--- config.mk ---
export PLATFORM = sky130hd
export DESIGN_NAME = per_slot_interval_statistics_core
export DESIGN_NICKNAME = d
export VERILOG_FILES = /design/src/hw/rtl/psis_pkg.sv /design/src/hw/rtl/per_slot_interval_statistics_core.sv
export SDC_FILE = /design/constraint.sdc
export NUM_CORES = 2
export LEC_CHECK = 0
export ABC_AREA = 1
export ABC_CLOCK_PERIOD_IN_PS = 16100
export CORE_ASPECT_RATIO = 1.75
export CORE_MARGIN = 2
export CORE_UTILIZATION = 30
export CTS_CLUSTER_DIAMETER = 150
export DETAILED_ROUTE_END_ITERATION = 10
export DONT_BUFFER_PORTS = 1
export GPL_TIMING_DRIVEN = 1
export MAX_ROUTING_LAYER = met4
export PLACE_DENSITY = 0.53
export SYNTH_ARGS = -nofsm -noshare
export SYNTH_HDL_FRONTEND = slang
export SYNTH_SLANG_ARGS = --single-unit
export TNS_END_PERCENT = 10
--- constraint.sdc ---
create_clock -name clk -period 16.1 [get_ports clk]
set_input_delay 1.61 -clock clk [delete_from_list [all_inputs] [get_ports clk]]
set_output_delay 1.61 -clock clk [all_outputs]
set_load 0.02 [all_outputs]
--- src/hw/rtl/psis_pkg.sv ---
`default_nettype none

package psis_pkg;

	// Result status codes
	localparam logic [1:0] ST_RECORDED  = 2'd0;
	localparam logic [1:0] ST_ALLOCATED = 2'd1;
	localparam logic [1:0] ST_REFUSED   = 2'd2;
	localparam logic [1:0] ST_IGNORED   = 2'd3;

	// Input mode codes
	localparam logic MODE_ALLOC  = 1'b0;
	localparam logic MODE_RECORD = 1'b1;

	localparam logic [31:0] COUNT_MAX = 32'hFFFF_FFFF;

	typedef struct packed {
		logic        mode;
		logic [3:0]  slot_index;
		logic [63:0] start_time;
		logic [63:0] now_time;
	} item_t;

	typedef struct packed {
		logic [1:0]  status;
		logic [3:0]  result_index;
		logic [31:0] sample_count;
		logic [63:0] total_time;
		logic [63:0] min_time;
		logic [63:0] max_time;
	} result_t;

endpackage

`default_nettype wire

--- src/hw/rtl/per_slot_interval_statistics_core.sv ---
`default_nettype none

// Per-slot interval statistics core.
// Command beats are presented on item with start; a beat is taken at a clock
// edge where start is high and busy is low. busy is always low, so one beat
// may be taken in every cycle.
// An allocate beat claims the next free slot and clears it; a record beat
// folds (now_time - start_time, floored at zero) into the named slot's count,
// total, minimum and maximum.
// Each beat gives exactly one result beat on result, marked by done for a
// single cycle: the elapsed time is formed on the way into the input
// register, the slot update and result are formed between the input register
// and the result register.
// Sustained throughput is one beat per cycle; the slot table is a flop array
// read and written once per cycle, so back-to-back beats to one slot see
// each other's updates.
// The receiver cannot stall: done is a pulse and must be taken that cycle.
// Reset clears the allocation count and all valid flags; no result is given
// until a beat is taken. Slot contents are not reset; allocation clears a slot.
module per_slot_interval_statistics_core #(
	parameter int NUM_SLOTS = 16
) (
	input  wire              clk,
	input  wire              arst_n,
	input  wire              start,
	output logic             busy,
	input  psis_pkg::item_t  item,
	output logic             done,
	output psis_pkg::result_t result
);
	import psis_pkg::*;

	localparam int UW    = $clog2(NUM_SLOTS + 1);
	localparam int DEPTH = (NUM_SLOTS < 16) ? NUM_SLOTS : 16;
	localparam int IW    = (DEPTH > 1) ? $clog2(DEPTH) : 1;
	localparam int CMPW  = (UW > 4) ? UW : 4;

	// Slot table; only slots reachable by a 4-bit index are stored
	logic [31:0] cnt_q   [DEPTH];
	logic [63:0] total_q [DEPTH];
	logic [63:0] min_q   [DEPTH];
	logic [63:0] max_q   [DEPTH];

	logic [UW-1:0] used_q;

	// Input stage
	logic        v_s1;
	logic        mode_s1;
	logic [3:0]  idx_s1;
	logic [63:0] elapsed_s1;

	logic [63:0] elapsed_d;

	// Output register
	logic    done_q;
	result_t res_q;

	// Next-state of the addressed slot
	logic          full;
	logic          idx_ok;
	logic          alloc_wr;
	logic          rec_wr;
	logic [IW-1:0] rd_idx;
	logic [IW-1:0] alloc_idx;
	logic [31:0]   cnt_rd;
	logic [63:0]   total_rd;
	logic [63:0]   min_rd;
	logic [63:0]   max_rd;
	logic [31:0]   cnt_nx;
	logic [63:0]   total_nx;
	logic [63:0]   min_nx;
	logic [63:0]   max_nx;
	result_t       res_d;

	assign busy   = 1'b0;
	assign done   = done_q;
	assign result = res_q;

	// Elapsed time, floored at zero
	assign elapsed_d = (item.now_time > item.start_time) ?
		(item.now_time - item.start_time) : 64'd0;

	always_ff @(posedge clk or negedge arst_n) begin
		if (!arst_n) begin
			v_s1 <= 1'b0;
		end else begin
			v_s1 <= start && !busy;
		end
	end

	always_ff @(posedge clk) begin
		if (start && !busy) begin
			mode_s1    <= item.mode;
			idx_s1     <= item.slot_index;
			elapsed_s1 <= elapsed_d;
		end
	end

	// Decode and slot read
	assign full      = (used_q == UW'(NUM_SLOTS));
	assign idx_ok    = CMPW'(idx_s1) < CMPW'(used_q);
	assign rd_idx    = idx_s1[IW-1:0];
	assign alloc_idx = used_q[IW-1:0];
	assign alloc_wr  = v_s1 && (mode_s1 == MODE_ALLOC) && !full
		&& (CMPW'(used_q) < CMPW'(DEPTH));
	assign rec_wr    = v_s1 && (mode_s1 == MODE_RECORD) && idx_ok;

	assign cnt_rd   = cnt_q[rd_idx];
	assign total_rd = total_q[rd_idx];
	assign min_rd   = min_q[rd_idx];
	assign max_rd   = max_q[rd_idx];

	// Statistics update
	always_comb begin
		cnt_nx   = (cnt_rd != COUNT_MAX) ? (cnt_rd + 32'd1) : cnt_rd;
		total_nx = total_rd + elapsed_s1;
		min_nx   = ((cnt_rd == 32'd0) || (elapsed_s1 < min_rd)) ? elapsed_s1 : min_rd;
		max_nx   = (elapsed_s1 > max_rd) ? elapsed_s1 : max_rd;
	end

	// Result formation
	always_comb begin
		res_d = '0;
		if (mode_s1 == MODE_ALLOC) begin
			if (full) begin
				res_d.status = ST_REFUSED;
			end else begin
				res_d.status       = ST_ALLOCATED;
				res_d.result_index = 4'(used_q);
			end
		end else if (idx_ok) begin
			res_d.status       = ST_RECORDED;
			res_d.result_index = idx_s1;
			res_d.sample_count = cnt_nx;
			res_d.total_time   = total_nx;
			res_d.min_time     = min_nx;
			res_d.max_time     = max_nx;
		end else begin
			res_d.status = ST_IGNORED;
		end
	end

	// Allocation count and done flag
	always_ff @(posedge clk or negedge arst_n) begin
		if (!arst_n) begin
			used_q <= '0;
			done_q <= 1'b0;
		end else begin
			done_q <= v_s1;
			if (v_s1 && (mode_s1 == MODE_ALLOC) && !full) begin
				used_q <= used_q + UW'(1);
			end
		end
	end

	always_ff @(posedge clk) begin
		if (v_s1) begin
			res_q <= res_d;
		end
	end

	// Slot table write
	always_ff @(posedge clk) begin
		if (alloc_wr) begin
			cnt_q[alloc_idx]   <= '0;
			total_q[alloc_idx] <= '0;
			min_q[alloc_idx]   <= '0;
			max_q[alloc_idx]   <= '0;
		end else if (rec_wr) begin
			cnt_q[rd_idx]   <= cnt_nx;
			total_q[rd_idx] <= total_nx;
			min_q[rd_idx]   <= min_nx;
			max_q[rd_idx]   <= max_nx;
		end
	end

	// Checks
	a_used_bound: assert property (@(posedge clk) disable iff (!arst_n)
		CMPW'(used_q) <= CMPW'(NUM_SLOTS))
		else $error("allocation count beyond table size");

	a_refuse_full: assert property (@(posedge clk) disable iff (!arst_n)
		done_q && (res_q.status == ST_REFUSED) |-> full)
		else $error("refusal with free slots");

	a_alloc_step: assert property (@(posedge clk) disable iff (!arst_n)
		done_q && (res_q.status == ST_ALLOCATED) |->
			(used_q == $past(used_q) + UW'(1)))
		else $error("allocation did not advance count");

	a_rec_order: assert property (@(posedge clk) disable iff (!arst_n)
		done_q && (res_q.status == ST_RECORDED) |->
			(res_q.min_time <= res_q.max_time) && (res_q.sample_count != 32'd0))
		else $error("recorded statistics inconsistent");

endmodule

`default_nettype wire
==> results.toml <==
[logic_synthesis]
yosys.cell_types.count = 66
synth_commonest_cells = "3883 x edfxtp_1, 2669 x nor2_1, 2066 x o21ai_0"
synth.area.top_cells = "edfxtp_1 71%, o21ai_0 6.3%, nor2_1 6.1%"
synthCells = 13300
yosys.area.top_type = "edfxtp_1"
synth_edf_count = 3883
ys.flop_type = "edfxtp_1"
yosysWarnings = 0
netlist_area_mm2 = 0.1639
syn_nets = 13700
ys_seq_area_share_pct = 71.31
synthArstFlopShare_pct = 0.1798
synth_top_area_share_pct = 71.15
synth_seq_cells = 3894
synth.most_common_cell = "edfxtp_1"
postSynthAreaPerCell_um2 = 12.32

[clocking]
postCtsSetupRepairBufs = 0
clockRootBuffer = "clkbuf_16"
max-clock-path-buffers = 4
insertion_delay_ns = 1.06
cts_resized = 0
htree_num_levels = 5
cts_sinks = 3894
cts_tree = "built"
ctsHoldBuffers = 0
numCtsBuffers = 365
clkTransAtPathRegs_ns = 0.06

[placed_design]
dpl.hpwl_um = 352400
io_buffers = 0
routabilityCongestion = 0.9314
dpl.cell_count = 19960
placed_area_mm2 = 0.1720

[floorplan]
initial_core_util_pct = 30.08
rows = 359
dieArea_mm2 = 0.5524
die_h_um = 981.7
core_area_mm2 = 0.5449
die_x_um = 562.7
io_pins = 368

[timing]
drv_slew = 0
period_share_pct = 54.40
rsz0062_at_grt = "no"
worst_pin_slew_ns = 1.374
hold_viol_final = 0
layout_min_cycle_time_ns = 8.759
final.setup.tns_ns = 0
skew_ns = 0.1447
relSlewSlack_pct = 8.390
fmax_ghz = 0.1142
setup_viol = 0

[global_routing]
grt_util_met2_pct = 34.43
met1_usage_pct = 25.74
grt-busiest-layer = "met2"
grt_overflow_total = 0
grt_usage_pct = 21.31
grt_pass1_wl_um = 822800
antenna_found_initial = 30
grt_pass1_vias = 108300
use_met3_pct = 2.977
grt_max_degree = 213

[critical_path]
path_class = "register to register"
r2r_slack_ns = 7.34
critPathRequiredTime_ns = 16.69
arrival_ns = 9.35
worstRegToRegCells = 22
startpoint_type = "register"
reg2reg_to = "min_q[15][32]"
cp_max_fo = 167
endpoint_kind = "register"

[layout]
syn2layout_area_growth_pct = 12.13
fin_area_mm2 = 0.1838
drive_gt1_share_pct = 6.425
fin_nets = 13500
final_cells = 20650

[route]
via_per_inst = 5.435
wirelength_um = 591200
ant_nets = 0
drt_first_pass_iters = 8
vias = 112300
drc = 0
drtIter0Drc = 11460
post_drt_wl_per_cell_um = 28.63

[power_and_ir_drop]
cellPowerDensity_mw_per_mm2 = 147.8
peakVddDrop_uv = 105.2
leakage_nw = 61.23

[hold_path]
hp-class = "primary input to async pin"

[job]
max_cap_viol_count = 0

[status]
outcome = "finished clean"
==> area by class of cell <==
| type | instances | area (um2) |
|---|---|---|
| inverters | 545 | 2076 |
| clock inverters | 224 | 2253 |
| fillers | 53430 | 361100 |
| multi-input cells | 8022 | 41620 |
| diodes | 33 | 82.58 |
| flip-flops and latches | 3894 | 116900 |
| well taps | 7220 | 9034 |
| repair buffers | 276 | 2395 |
| clock buffers | 440 | 9415 |
==> registers in the layout (all words and copies together) (netlist names), named ones only <==
signal / count
done: 1
max_q: 1024
cnt_q: 512
min_q: 1024
total_q: 1024
idx_s1: 4
result: 230
elapsed_s1: 64
mode_s1: 1
v_s1: 1
used_q: 5
==> per-stage QoR <==
step | util, % | power, mW | hold slack, ns | setup WS [ns]
2_1_floorplan | - | 16.25 | 0.4635 | -0.7004
3_3_place_gp | 31.57 | 18.69 | 0.4816 | 7.529
3_5_place_dp | 31.57 | 18.71 | 0.4860 | 7.521
4_1_cts | 33.71 | 27.29 | 0.2100 | 7.501
5_1_grt | 33.72 | 28.06 | 0.2536 | 6.849
6_report | 33.73 | 27.17 | 0.3143 | 7.341
==> cell usage in the layout, fill, tap and decap left out, types with 21 or more instances in the layout <==
cell type	netlist	final
o21a_1	22	22
nand4_1	35	35
nor2_1	2669	2653
o21ai_0	2066	2059
a31oi_1	85	85
clkbuf_16	0	365
clkinv_2	0	63
o22ai_1	475	475
nor3_1	38	38
nor4_1	21	21
o221ai_1	421	421
a21oi_1	280	280
edfxtp_1	3883	3883
xnor2_1	57	57
buf_12	0	26
inv_1	539	537
clkbuf_1	614	75
o211ai_1	146	146
bufinv_16	0	27
nand3_1	294	293
ha_1	261	261
o21ai_1	42	49
clkinv_1	1	70
buf_4	33	249
diode_2	0	33
nand2_1	885	880
a21o_1	22	22
xor2_1	65	65
==> power by group <==
| group | internal, mW | switching (mW) | total (mW) |
|---|---|---|---|
| Combinational | 1.07 | 4.24 | 5.31 |
| Clock | 4.66 | 3.99 | 8.64 |
| Sequential | 12.7 | 0.550 | 13.2 |
==> per-layer routing <==
metal | share of wire, % | wire [um]
met1 | 39 | 232100
met2 | 48 | 283400
met3 | 6.7 | 39420
met4 | 6.1 | 36340
met5 | 0 | 0
==> worst max-delay path by stage <==
stage               slack, ns             to  cells past startpoint     start
finish                   7.34  min_q[15][32]                     22  register
floorplan               -0.70   cnt_q[10][0]                      7      v_s1
CTS                      7.50   max_q[8][18]                     22  register
global placement         7.53  max_q[15][22]                     22  register
detailed placement       7.52   max_q[2][44]                     22  register
global route             6.85  max_q[13][19]                     22  register
==> worst max-delay path: stages, from the launching register on <==
cell       delay [ns]
dfxtp_4          0.89
buf_12           0.65
buf_4            0.77
buf_4            0.65
buf_4            0.77
o21ai_0          0.20
o22ai_1          0.19
o21ai_0          0.09
nor2_1           0.16
a31oi_1          0.11
ha_1             0.39
a21oi_1          0.12
or2_2            0.11
a21oi_1          0.05
a2111oi_0        0.35
o21ai_0          0.16
a21oi_1          0.24
nand2_4          0.36
nand2_4          0.35
buf_4            0.85
nand2_1          0.13
nand2_1          0.13
nor2_1           0.20
==> kinds of logic after synthesis <==
kind of cell	share of synthesized area (%)
other	0.002288
AND/OR/NAND/NOR	9.569
flip-flops	71.31
AO/OA/AOI/OAI	12.98
adder cells (fa/ha/maj)	2.017
buffers and inverters	3.412
XOR/XNOR	0.6521
multiplexers	0.06185
Power figures use the tool's default switching activity.
